### config.mk
export PLATFORM = sky130hd
export DESIGN_NAME = stepper_bin_positioner
export DESIGN_NICKNAME = d
export VERILOG_FILES = /design/src/sv/sbp_pkg.sv /design/src/sv/sbp_front.sv /design/src/sv/sbp_queue.sv /design/src/sv/sbp_back.sv /design/src/sv/stepper_bin_positioner.sv
export SDC_FILE = /design/constraint.sdc
export NUM_CORES = 1
export LEC_CHECK = 0
export BUFFER_PORTS_ARGS = -buffer_cell sky130_fd_sc_hd__buf_4
export CELL_PAD_IN_SITES_DETAIL_PLACEMENT = 1
export CELL_PAD_IN_SITES_GLOBAL_PLACEMENT = 1
export CORE_ASPECT_RATIO = 1.4
export CORE_MARGIN = 10
export CORE_UTILIZATION = 30
export DETAILED_ROUTE_END_ITERATION = 10
export PLACE_DENSITY_LB_ADDON = 0.1
export SETUP_SLACK_MARGIN = 0.2
export SLEW_MARGIN = 20
export SYNTH_ARGS = -nofsm -noshare
export SYNTH_HDL_FRONTEND = slang
export SYNTH_SLANG_ARGS = --single-unit
### constraint.sdc
create_clock -name clock -period 6.4 [get_ports clock]
set_clock_uncertainty 0.1 [all_clocks]
set_input_delay 0 -clock clock [delete_from_list [all_inputs] [get_ports clock]]
set_output_delay 0 -clock clock [all_outputs]
set_load 0.01 [all_outputs]
### src/sv/sbp_pkg.sv
`default_nettype none

package sbp_pkg;

   // Operation codes on the request channel
   localparam logic [1:0] OP_TICK = 2'd0;
   localparam logic [1:0] OP_MOVE = 2'd1;
   localparam logic [1:0] OP_HOME = 2'd2;
   localparam logic [1:0] OP_NOP  = 2'd3;

   // Register indexes on the configuration port
   localparam logic [1:0] REG_SLOW_DELAY = 2'd0;
   localparam logic [1:0] REG_FAST_DELAY = 2'd1;
   localparam logic [1:0] REG_QUARTER    = 2'd2;
   localparam logic [1:0] REG_MARGIN     = 2'd3;

   // Register reset values
   localparam logic [7:0] SLOW_DELAY_RST = 8'd20;
   localparam logic [7:0] FAST_DELAY_RST = 8'd12;
   localparam logic [8:0] QUARTER_RST    = 9'd50;
   localparam logic [8:0] MARGIN_RST     = 9'd15;

   // Coil drive patterns for phases one to four
   localparam logic [7:0] COIL_PH1 = 8'b0011_0000;
   localparam logic [7:0] COIL_PH2 = 8'b0000_0110;
   localparam logic [7:0] COIL_PH3 = 8'b0010_1000;
   localparam logic [7:0] COIL_PH4 = 8'b0000_0101;

   localparam int REQ_DATA_W = 8;
   localparam int RSP_DATA_W = 16;

   typedef enum logic [1:0] {
      KIND_TICK,
      KIND_MOVE,
      KIND_HOME,
      KIND_NOP
   } kind_type;

   typedef struct packed {
      kind_type   kind;
      logic [1:0] target_bin;
      logic       home_sensor;
   } cmd_type;

   typedef struct packed {
      logic [7:0] slow_step_delay;
      logic [7:0] fast_step_delay;
      logic [8:0] quarter_turn_steps;
      logic [8:0] accel_margin;
   } cfg_type;

   // Next phase going clockwise; phase zero (no phase yet) goes to one
   function automatic logic [2:0] phase_cw(input logic [2:0] phase);
      phase_cw = {1'b0, phase[1:0]} + 3'd1;
   endfunction

   function automatic logic [2:0] phase_ccw(input logic [2:0] phase);
      if (phase <= 3'd1 || phase > 3'd4) begin
         phase_ccw = 3'd4;
      end else begin
         phase_ccw = phase - 3'd1;
      end
   endfunction

   function automatic logic [7:0] coil_pattern(input logic [2:0] phase);
      logic [1:0] sel;
      sel = phase[1:0] - 2'd1;
      case (sel)
         2'd0:    coil_pattern = COIL_PH1;
         2'd1:    coil_pattern = COIL_PH2;
         2'd2:    coil_pattern = COIL_PH3;
         default: coil_pattern = COIL_PH4;
      endcase
   endfunction

endpackage

`default_nettype wire

### src/sv/sbp_front.sv
`default_nettype none

module sbp_front
   import sbp_pkg::*;
(
   input  wire logic                  req_tvalid,
   output logic                       req_tready,
   input  wire logic [REQ_DATA_W-1:0] req_tdata,
   input  wire logic [1:0]            req_tuser,
   input  wire logic                  queue_full,
   output logic                       push,
   output cmd_type                    push_cmd
);

   kind_type kind;

   always_comb begin
      unique case (req_tuser)
         OP_TICK: kind = KIND_TICK;
         OP_MOVE: kind = KIND_MOVE;
         OP_HOME: kind = KIND_HOME;
         default: kind = KIND_NOP;
      endcase
   end

   assign req_tready           = !queue_full;
   assign push                 = req_tvalid && !queue_full;
   assign push_cmd.kind        = kind;
   assign push_cmd.target_bin  = req_tdata[1:0];
   assign push_cmd.home_sensor = req_tdata[2];

endmodule

`default_nettype wire

### src/sv/sbp_queue.sv
`default_nettype none

module sbp_queue
   import sbp_pkg::*;
#(
   parameter int DEPTH = 4
) (
   input  wire logic    clock,
   input  wire logic    reset,
   input  wire logic    push,
   input  wire cmd_type push_cmd,
   input  wire logic    pop,
   output cmd_type      head_cmd,
   output logic         empty,
   output logic         full
);

   localparam int PTR_W = (DEPTH > 1) ? $clog2(DEPTH) : 1;
   localparam int CNT_W = $clog2(DEPTH + 1);
   localparam logic [PTR_W-1:0] LAST_PTR = PTR_W'(DEPTH - 1);
   localparam logic [CNT_W-1:0] FULL_CNT = CNT_W'(DEPTH);

   cmd_type          slot_ff [DEPTH];
   logic [PTR_W-1:0] wr_ptr_ff, wr_ptr_in;
   logic [PTR_W-1:0] rd_ptr_ff, rd_ptr_in;
   logic [CNT_W-1:0] count_ff, count_in;
   logic             do_push, do_pop;

   assign empty    = (count_ff == '0);
   assign full     = (count_ff == FULL_CNT);
   assign do_push  = push && !full;
   assign do_pop   = pop && !empty;
   assign head_cmd = slot_ff[rd_ptr_ff];

   always_comb begin
      wr_ptr_in = wr_ptr_ff;
      rd_ptr_in = rd_ptr_ff;
      count_in  = count_ff;
      if (do_push) begin
         wr_ptr_in = (wr_ptr_ff == LAST_PTR) ? '0 : wr_ptr_ff + 1'b1;
      end
      if (do_pop) begin
         rd_ptr_in = (rd_ptr_ff == LAST_PTR) ? '0 : rd_ptr_ff + 1'b1;
      end
      if (do_push && !do_pop) begin
         count_in = count_ff + 1'b1;
      end else if (do_pop && !do_push) begin
         count_in = count_ff - 1'b1;
      end
   end

   always_ff @(posedge clock) begin
      if (reset) begin
         wr_ptr_ff <= '0;
         rd_ptr_ff <= '0;
         count_ff  <= '0;
      end else begin
         wr_ptr_ff <= wr_ptr_in;
         rd_ptr_ff <= rd_ptr_in;
         count_ff  <= count_in;
      end
   end

   always_ff @(posedge clock) begin
      if (do_push) begin
         slot_ff[wr_ptr_ff] <= push_cmd;
      end
   end

endmodule

`default_nettype wire

### src/sv/sbp_back.sv
`default_nettype none

module sbp_back
   import sbp_pkg::*;
(
   input  wire logic                  clock,
   input  wire logic                  reset,
   input  wire cfg_type               cfg,
   input  wire cmd_type               head_cmd,
   input  wire logic                  queue_empty,
   output logic                       pop,
   output logic                       rsp_tvalid,
   input  wire logic                  rsp_tready,
   output logic [RSP_DATA_W-1:0]      rsp_tdata
);

   typedef enum logic [1:0] {
      MODE_IDLE,
      MODE_MOVE,
      MODE_HOME
   } mode_type;

   logic [2:0]  phase_ff, phase_in;
   logic [1:0]  tray_ff, tray_in;
   logic [9:0]  left_ff, left_in;
   logic [9:0]  num_ff, num_in;
   logic [9:0]  total_ff, total_in;
   logic [7:0]  tick_ff, tick_in;
   logic [7:0]  delay_ff, delay_in;
   logic        dir_ff, dir_in;
   mode_type    mode_ff, mode_in;
   logic [7:0]  drive_ff, drive_in;
   logic        rsp_valid_ff, rsp_valid_in;
   logic [RSP_DATA_W-1:0] rsp_data_ff, rsp_data_in;

   logic        stepped;
   logic        ignored;
   logic        move_step;
   logic [1:0]  diff;
   logic [9:0]  margin;

   // Advance when the output register is free or being drained
   assign pop        = !queue_empty && (!rsp_valid_ff || rsp_tready);
   assign rsp_tvalid = rsp_valid_ff;
   assign rsp_tdata  = rsp_data_ff;
   assign diff       = head_cmd.target_bin - tray_ff;
   assign margin     = {1'b0, cfg.accel_margin};

   always_comb begin
      phase_in  = phase_ff;
      tray_in   = tray_ff;
      left_in   = left_ff;
      num_in    = num_ff;
      total_in  = total_ff;
      tick_in   = tick_ff;
      delay_in  = delay_ff;
      dir_in    = dir_ff;
      mode_in   = mode_ff;
      drive_in  = drive_ff;
      stepped   = 1'b0;
      ignored   = 1'b0;
      move_step = 1'b0;

      case (head_cmd.kind) inside
         KIND_MOVE, KIND_HOME: begin
            if (mode_ff != MODE_IDLE) begin
               ignored = 1'b1;
            end else if (head_cmd.kind == KIND_MOVE) begin
               dir_in = 1'b0;
               case (diff)
                  2'd1:    total_in = {1'b0, cfg.quarter_turn_steps};
                  2'd3: begin
                     total_in = {1'b0, cfg.quarter_turn_steps};
                     dir_in   = 1'b1;
                  end
                  2'd2:    total_in = {cfg.quarter_turn_steps, 1'b0};
                  default: total_in = '0;
               endcase
               tray_in  = head_cmd.target_bin;
               left_in  = total_in;
               num_in   = '0;
               delay_in = cfg.slow_step_delay;
               if (total_in != '0) begin
                  mode_in   = MODE_MOVE;
                  move_step = 1'b1;
               end
            end else if (head_cmd.home_sensor) begin
               tray_in = 2'd1;
            end else begin
               mode_in  = MODE_HOME;
               phase_in = 3'd1;
               drive_in = coil_pattern(3'd1);
               tick_in  = cfg.slow_step_delay;
               stepped  = 1'b1;
            end
         end
         KIND_TICK: begin
            if (mode_ff != MODE_IDLE) begin
               if (tick_ff > 8'd1) begin
                  tick_in = tick_ff - 8'd1;
               end else begin
                  tick_in = '0;
                  if (mode_ff == MODE_MOVE) begin
                     if (left_ff != '0) begin
                        move_step = 1'b1;
                     end else begin
                        mode_in = MODE_IDLE;
                     end
                  end else if (head_cmd.home_sensor) begin
                     tray_in = 2'd1;
                     mode_in = MODE_IDLE;
                  end else begin
                     phase_in = phase_cw(phase_ff);
                     drive_in = coil_pattern(phase_in);
                     tick_in  = cfg.slow_step_delay;
                     stepped  = 1'b1;
                  end
               end
            end
         end
         default: begin
         end
      endcase

      if (move_step) begin
         phase_in = dir_in ? phase_ccw(phase_in) : phase_cw(phase_in);
         drive_in = coil_pattern(phase_in);
         tick_in  = delay_in;
         // Switch to the fast delay once clear of both ends of the move
         if (num_in >= margin && total_in >= num_in && (total_in - num_in) >= margin) begin
            delay_in = cfg.fast_step_delay;
         end
         num_in  = num_in + 10'd1;
         left_in = left_in - 10'd1;
         stepped = 1'b1;
      end

      rsp_valid_in = rsp_valid_ff;
      rsp_data_in  = rsp_data_ff;
      if (pop) begin
         rsp_valid_in = 1'b1;
         rsp_data_in  = {3'b000, ignored, tray_in, (mode_in != MODE_IDLE), stepped, drive_in};
      end else if (rsp_tready) begin
         rsp_valid_in = 1'b0;
      end
   end

   always_ff @(posedge clock) begin
      if (reset) begin
         phase_ff     <= '0;
         tray_ff      <= '0;
         left_ff      <= '0;
         num_ff       <= '0;
         total_ff     <= '0;
         tick_ff      <= '0;
         delay_ff     <= SLOW_DELAY_RST;
         dir_ff       <= 1'b0;
         mode_ff      <= MODE_IDLE;
         drive_ff     <= '0;
         rsp_valid_ff <= 1'b0;
      end else begin
         if (pop) begin
            phase_ff <= phase_in;
            tray_ff  <= tray_in;
            left_ff  <= left_in;
            num_ff   <= num_in;
            total_ff <= total_in;
            tick_ff  <= tick_in;
            delay_ff <= delay_in;
            dir_ff   <= dir_in;
            mode_ff  <= mode_in;
            drive_ff <= drive_in;
         end
         rsp_valid_ff <= rsp_valid_in;
      end
   end

   always_ff @(posedge clock) begin
      rsp_data_ff <= rsp_data_in;
   end

endmodule

`default_nettype wire

### src/sv/stepper_bin_positioner.sv
// Stepper bin positioner: steps a four-phase motor that turns a four-bin tray.
// Request channel (req_): one item per tick or command. req_tuser carries the
// operation (tick, move, home, no-op); req_tdata carries target bin and home sensor.
// Response channel (rsp_): exactly one item per request, in order, giving the coil
// pattern, step flag, busy, current bin and command-ignored flag.
// Configuration (csr_): APB-style, four registers at byte offsets 0, 4, 8, 12
// (slow delay, fast delay, quarter-turn steps, acceleration margin); write only
// while no item is in flight.
// Throughput: one item per cycle while the response is not stalled. A request is
// written into the command queue when accepted; the execute stage then pops it,
// updates the motor state and loads the output register.
// The front decoder keeps accepting while the response is stalled until the
// QUEUE_DEPTH-entry command queue fills; then req_tready drops.
// Reset: synchronous; empties the queue and output register, clears motor state
// to idle at bin 0 with no coil phase, and loads the register reset values.
`default_nettype none

module stepper_bin_positioner
   import sbp_pkg::*;
#(
   parameter int QUEUE_DEPTH = 4
) (
   input  wire logic                  clock,
   input  wire logic                  reset,
   input  wire logic                  req_tvalid,
   output logic                       req_tready,
   input  wire logic [REQ_DATA_W-1:0] req_tdata,  // [1:0] target_bin, [2] home_sensor
   input  wire logic [1:0]            req_tuser,  // [1:0] operation
   output logic                       rsp_tvalid,
   input  wire logic                  rsp_tready,
   // [7:0] coil_pattern, [8] step_taken, [9] busy_res, [11:10] current_bin,
   // [12] command_ignored
   output logic [RSP_DATA_W-1:0]      rsp_tdata,
   input  wire logic                  csr_psel,
   input  wire logic                  csr_penable,
   input  wire logic                  csr_pwrite,
   input  wire logic [3:0]            csr_paddr,
   input  wire logic [31:0]           csr_pwdata,
   output logic [31:0]                csr_prdata,
   output logic                       csr_pready
);

   cfg_type     cfg_ff;
   logic        csr_write;
   logic [1:0]  csr_index;
   logic        push, pop, queue_full, queue_empty;
   cmd_type     push_cmd, head_cmd;

   assign csr_pready = 1'b1;
   assign csr_write  = csr_psel && csr_penable && csr_pwrite;
   assign csr_index  = csr_paddr[3:2];

   always_ff @(posedge clock) begin
      if (reset) begin
         cfg_ff.slow_step_delay    <= SLOW_DELAY_RST;
         cfg_ff.fast_step_delay    <= FAST_DELAY_RST;
         cfg_ff.quarter_turn_steps <= QUARTER_RST;
         cfg_ff.accel_margin       <= MARGIN_RST;
      end else if (csr_write) begin
         unique case (csr_index)
            REG_SLOW_DELAY: cfg_ff.slow_step_delay    <= csr_pwdata[7:0];
            REG_FAST_DELAY: cfg_ff.fast_step_delay    <= csr_pwdata[7:0];
            REG_QUARTER:    cfg_ff.quarter_turn_steps <= csr_pwdata[8:0];
            default:        cfg_ff.accel_margin       <= csr_pwdata[8:0];
         endcase
      end
   end

   always_comb begin
      unique case (csr_index)
         REG_SLOW_DELAY: csr_prdata = {24'd0, cfg_ff.slow_step_delay};
         REG_FAST_DELAY: csr_prdata = {24'd0, cfg_ff.fast_step_delay};
         REG_QUARTER:    csr_prdata = {23'd0, cfg_ff.quarter_turn_steps};
         default:        csr_prdata = {23'd0, cfg_ff.accel_margin};
      endcase
   end

   sbp_front u_front (
      .req_tvalid (req_tvalid),
      .req_tready (req_tready),
      .req_tdata  (req_tdata),
      .req_tuser  (req_tuser),
      .queue_full (queue_full),
      .push       (push),
      .push_cmd   (push_cmd)
   );

   sbp_queue #(
      .DEPTH (QUEUE_DEPTH)
   ) u_queue (
      .clock    (clock),
      .reset    (reset),
      .push     (push),
      .push_cmd (push_cmd),
      .pop      (pop),
      .head_cmd (head_cmd),
      .empty    (queue_empty),
      .full     (queue_full)
   );

   sbp_back u_back (
      .clock       (clock),
      .reset       (reset),
      .cfg         (cfg_ff),
      .head_cmd    (head_cmd),
      .queue_empty (queue_empty),
      .pop         (pop),
      .rsp_tvalid  (rsp_tvalid),
      .rsp_tready  (rsp_tready),
      .rsp_tdata   (rsp_tdata)
   );

endmodule

`default_nettype wire

Yosys cells after proc, flatten, opt, wreduce, memory -nomap -nowiden
Memories as Yosys holds them, arrays and structs flattened. A register that Yosys moved wholly into a read port is not among the register bits. Index checks and enable logic that the tools add are counted.

Bits in registers: 117. Latch bits: 0. Memory bits (writable): 20. ROM bits: 0. Input bits: 53. Output and inout bits: 51. Memories: 1.

Add/subtract/negate cells: 14. Multipliers: 0. Div/mod/pow operators: 0. $lt $le $gt $ge: 6. Eq/ne operators: 20. Shifts and indexed selects: 0. Mux-type cells: 108. Bitwise operators: 1. Reduce and logical (&&, ||, !) cells: 39.

Memory list: u_queue.slot_ff (words 4, bits a word 5, rd ports 1, clocked after memory_dff 1, wr ports 1, line sbp_queue.sv:23) `cmd_type slot_ff [DEPTH];`.

Operator list (count): $mux W8 (25); $mux W10 (14); $mux W2 (23); $mux W3 (15); $pmux W6 S3 (2); $pmux W9 S3 (1); $mux W1 (26); $ge A10 B9 Y1 (2); $pmux W10 S2 (1); $reduce_bool A10 Y1 (2); $eq A2 B2 Y1 const B (9); $eq A2 B1 Y1 const B (7); $add A10 B1 Y10 const B (1); $ge A10 B10 Y1 (1); $logic_and A1 B1 Y1 (10); $logic_not A2 Y1 (5); $sub A10 B1 Y10 const B (1); $sub A10 B10 Y10 (1); $gt A8 B1 Y1 const B (1); $reduce_and A2 Y1 (4); $reduce_bool A2 Y1 (4); $sub A8 B1 Y8 const B (1); $add A2 B1 Y3 const B (2); $ne A3 B2 Y1 const B (2); 18 further kinds (28).

Depth between registers and ports, before layout
Depth after elaboration: 18. Depth in mapped cells: 26. Depth with buffers taken out: 22.

By module
Synthesis repeated with hierarchy kept, for this count alone.

Cells, all modules: 969. Area, all modules: 8745.9 µm².

By module, submodules not included: sbp_back (times used 1, cells each 715, area an instance 5696.7 µm²); stepper_bin_positioner (times used 1, cells each 171, area an instance 1788.0 µm²); sbp_queue (times used 1, cells each 76, area an instance 1221.2 µm²); sbp_front (times used 1, cells each 7, area an instance 40.0 µm²).

Least setup slack after synthesis
Ideal clock, no wire load.

Path type: register to register. Start: register (tool-made name). End: register u_back.delay_ff[0]. Library setup time: 79 ps. Data arrival time: 5525 ps. Slack: 695 ps. Stages on the path, launching flop included: 26. Buffers on the path: 6. Clock period less this slack: 5705 ps. Cells stage by stage: dfxtp_1 -> buf_6 -> mux4_2 -> inv_1 -> ha_1 -> buf_2 -> nand4bb_1 -> buf_2 -> clkbuf_1 -> clkbuf_1 -> and2_1 -> ha_1 -> fa_1 -> nor2b_1 -> o31a_1 -> o31a_1 -> or2_2 -> a21oi_1 -> xnor2_1 -> ha_1 -> o221a_2 -> o31ai_1 -> or3_4 -> and2_1 -> buf_4 -> a211oi_2.

RTL lines: to (signal assigned) (line sbp_back.sv:169) `delay_ff <= delay_in;`; to (decl) (line sbp_back.sv:29) `logic [7:0] delay_ff, delay_in;`.

==> results by group <==
Run status
  • Status: completed

Clocking
  • CTS root buffer: clkbuf_16
  • TritonCTS clock tree: built
  • Clk slew on worst S/H paths: approximately 0.07 ns
  • Postcts setup bufs: 0
  • Worst-case clock buffer depth: 2
  • H-tree depth: 4
  • TritonCTS Sinks: 139
  • TritonCTS buffer count: 17
  • Clock latency on the worst-skew pair: between 0.4 and 0.5 ns

Place
  • Dpl ws: ~0.35 ns
  • Post-DP Area: 8980 µm²
  • DP HPWL: 18100 µm
  • Dpl cells: about 1.3k
  • GPL Wtd Cong: 0.749
  • Port-buffer cells: between 40 and 50

Synthesis
  • Netlist Area Pre-Place: 8370 µm²
  • Synth cell types: 86
  • Post-Synth XOR/XNOR Area: 0.0335
  • Main synth FF type: dfxtp_1
  • Cells after Synth: just over 900
  • Dominant cells by area after synthesis: dfxtp_1, edfxtp_1, ha_1, mux2i_1, nor2_1
  • EDFF count, synth: 33
  • Register area share after synthesis: 0.372
  • Mux share of post-synthesis cell area: 0.0976
  • Post-synthesis adder-cell area fraction: 0.0825
  • Async set or reset register ratio after synthesis: 0
  • Simple-gate share of the synthesized area: 0.179
  • Synthesis warning total: 0
  • Largest family of logic cells by synthesized area: simple AND/OR/NAND/NOR gates
  • Syn_area_per_cell: just over 9 µm²
  • Yosys top cell area share: 0.254
  • Compound-Gate Fraction of Synth Area: 0.161
  • Seq cells post-synth: about 140
  • Yosys top cell by area: dfxtp_1

Pwr
  • Pwr Density: ~520 nW/µm²
  • VDD IR-drop max: around 0.21 mV
  • Gate power share: 0.561
  • Switching Share: 0.445
  • Leakage: 3.91 nW
  • Overall power: ~5 mW
  • Seq pwr share: 0.246
  • Net switching power: 2.24 mW
  • P_int: ~2.8 mW
  • Power share of the clock group: 0.193

Final layout
  • Layout cell share with drive strength beyond 1: 0.146
  • Non-filler cells, final: roughly 1.3k
  • Layout Area Growth over Synthesis: 16.1%
  • Antenna diodes: 0
  • Final Instance Area: ~10000 µm²
  • Final nets: ~1.1k
  • Final Util: 0.353

Critical path
  • Worst path arrival time: about 5.8 ns
  • Worst path required time: between 6 and 7 ns
  • Critical path startpoint category: register
  • Critical Path End Type: register
  • Critical Path Max Stage Delay: around 0.57 ns
  • FF-to-FF End: u_back.delay_ff[3]$_SDFFE_PP0P_
  • Critical path's slowest cell: mux4_2
  • Depth of the most critical reg-to-reg path: 22
  • CP max FO: 20
  • Worst reg-to-reg setup slack: 0.82 ns
  • Crit path kind: reg2reg
  • Crit-path cells: mux4_2 -> inv_1 -> ha_2 -> nor4bb_4 -> buf_4 -> nand2_1 -> o21ai_0 -> inv_1 -> ha_1 -> nor2b_1 -> o211ai_1 -> nand2_1 -> a21oi_1 -> xnor2_1 -> ha_1 -> nand4_1 -> a21oi_1 -> o221a_2 -> o31ai_2 -> nor4_4 -> mux2i_1 -> a211oi_2

Routing
  • Final ANT Viol Nets: 0
  • Initial DRC Count: approximately 270
  • Routed vias/inst: slightly below 5
  • DRC Markers: 0
  • Avg WL per Cell: roughly 18 µm
  • DRT Pass-1 Iters: 4
  • Routed wire length: 24400 µm
  • Via count: about 6.6k

Floorplan
  • IO Count: around 100
  • Die H: ~220 µm
  • Die extent in x: 161 µm
  • Area of the core: around 28000 µm²
  • Row count: 72
  • Initial core utilization: 0.304
  • Die ar.: 35100 µm²

Timing
  • Minimum hold slack: 0.0692 ns
  • Min Tclk post-route: about 5.6 ns
  • Setup slack after layout: a little over 0.8 ns
  • Fin. max-slew vios: 0
  • Finish-stage setup viols: 0
  • Slew margin rel.: 0.332
  • Setup TNS: 0 ns
  • Final period utilization: 0.872
  • Max Fclk: between 150 and 200 MHz
  • Final Hold Viols: 0
  • Worst Tran Pin Value: around 1 ns
  • RSZ-0062 raised after global routing: false

Global route
  • Largest net degree at the start of global routing: 60
  • M1 GR Usage: 0.168
  • GRT busiest layer: met2
  • Number of global-route vias before repair: 7093
  • GR Layer Usage met2: 0.254
  • Met3 usage: 0.0280
  • First-pass GRT wire length: 39500 µm
  • Grt total ovfl: 0
  • GR Util All Layers: 0.142
  • Initial antenna violation count: 0

Worst hold path
  • Hold Path Depth: 5
  • Hold_sp: csr_pwrite
  • Hold EP: cfg_ff[13]$_SDFFE_PP1P_
  • Hold/Removal Path Class: in2reg

Run
  • Max_cap viols: 0
==> sequential cells by signal (all words and copies together) (netlist names), named ones only <==
name,count
u_back.total_ff,10
u_queue.rd_ptr_ff,2
cfg_ff,34
u_back.delay_ff,8
u_back.phase_ff,3
u_back.dir_ff,1
u_back.drive_ff,8
u_queue.slot_ff,20
u_back.rsp_tvalid,1
u_queue.wr_ptr_ff,2
u_back.num_ff,10
u_back.left_ff,10
u_queue.count_ff,3
u_back.tick_ff,8
u_back.tray_ff,2
u_back.mode_ff,2
u_back.rsp_tdata,13
==> power by group through the flow <==
stage	Clock (mW)	Combinational (mW)	Sequential [mW]
after floorplan	0	2.14	1.23
after global placement	0	2.83	1.26
after detailed placement	0	2.85	1.26
after CTS	1.00	2.87	1.24
after global routing	1.04	3.23	1.27
final	0.974	2.83	1.24
==> per-layer routing <==
layer	share of wire	vias up
li1	-	3278
met1	0.44	3252
met2	0.52	78
met3	0.025	20
met4	0.012	0
met5	0	-
==> worst max path at each step <==
stage	slack (ns)	end	cells past startpoint
2_1_floorplan	0.70	u_back.delay_ff[0]$_SDFFE_PP0P_	25
3_3_place_gp	0.45	u_back.delay_ff[3]$_SDFFE_PP0P_	22
3_5_place_dp	0.35	u_back.delay_ff[5]$_SDFFE_PP0P_	21
4_1_cts	0.33	u_back.delay_ff[5]$_SDFFE_PP0P_	21
5_1_grt	0.25	u_back.delay_ff[5]$_SDFFE_PP0P_	22
6_report	0.82	u_back.delay_ff[3]$_SDFFE_PP0P_	22
==> worst max-delay path, delay by kind of cell, from the launching register on <==
| kind | cells | cell delay, ns |
|---|---|---|
| adder cells (fa/ha/maj) | 3 | 0.92 |
| buffers and inverters | 3 | 0.47 |
| AND/OR/NAND/NOR | 6 | 1.35 |
| AO/OA/AOI/OAI | 7 | 1.20 |
| XOR/XNOR | 1 | 0.09 |
| multiplexers | 2 | 0.89 |
| flip-flops | 1 | 0.40 |
==> placed cells by master (no fill, tap or decap), types with 18 or more instances in the layout <==
cell type / synthesis / final
a211oi_1: 19 / 19
inv_1: 52 / 52
nand2_1: 76 / 76
a21oi_1: 62 / 62
nor2_1: 108 / 107
conb_1: 2 / 27
o21ai_0: 33 / 33
edfxtp_1: 33 / 33
ha_1: 52 / 51
dfxtp_1: 106 / 106
mux2i_1: 51 / 51
buf_4: 29 / 58
nor3_1: 18 / 18
==> synthesized netlist by cell type, types with 6 or more instances <==
cell type,n
or3_1,6
ha_1,52
nand2b_1,12
nor2_1,108
nand4_1,9
a211oi_1,19
a22oi_1,8
nor2b_1,9
clkbuf_1,32
a211oi_2,7
inv_1,52
edfxtp_1,33
mux4_2,13
a21oi_1,62
xor2_1,14
and2_1,10
and3_1,15
nor3_1,18
nand2_1,76
o21ai_0,33
xnor2_1,13
nand3_1,14
mux2i_1,51
dfxtp_1,106
buf_4,29
o21a_1,8
==> cells by family (layout without fill, tap and decap cells) <==
kind of cell    after synthesis  in the layout
flops                       139            139
other cells                   2             27
fa+ha+maj                    54             54
mux                          65             65
compound gates              191            191
simple gates                307            307
xor+xnor                     29             29
buf+inv                     124            160
==> cell type report <==
type | count | area [µm²]
clock buffers | 17 | 425
clock inverters | 15 | 139
fillers | 3248 | 17800
inverters | 52 | 195
multi-input cells | 673 | 4760
flip-flops and latches | 139 | 3110
well taps | 370 | 463
repair buffers | 76 | 626
==> timing repair <==
| action | 4_1_cts | 5_1_grt |
|---|---|---|
| resized for setup | 0 | 3 |
| hold buffers | 17 | 0 |
| endpoints found under the hold margin | 89 | 0 |
| setup endpoints to repair | 0 | 8 |
(Power assumes the default switching activity.)
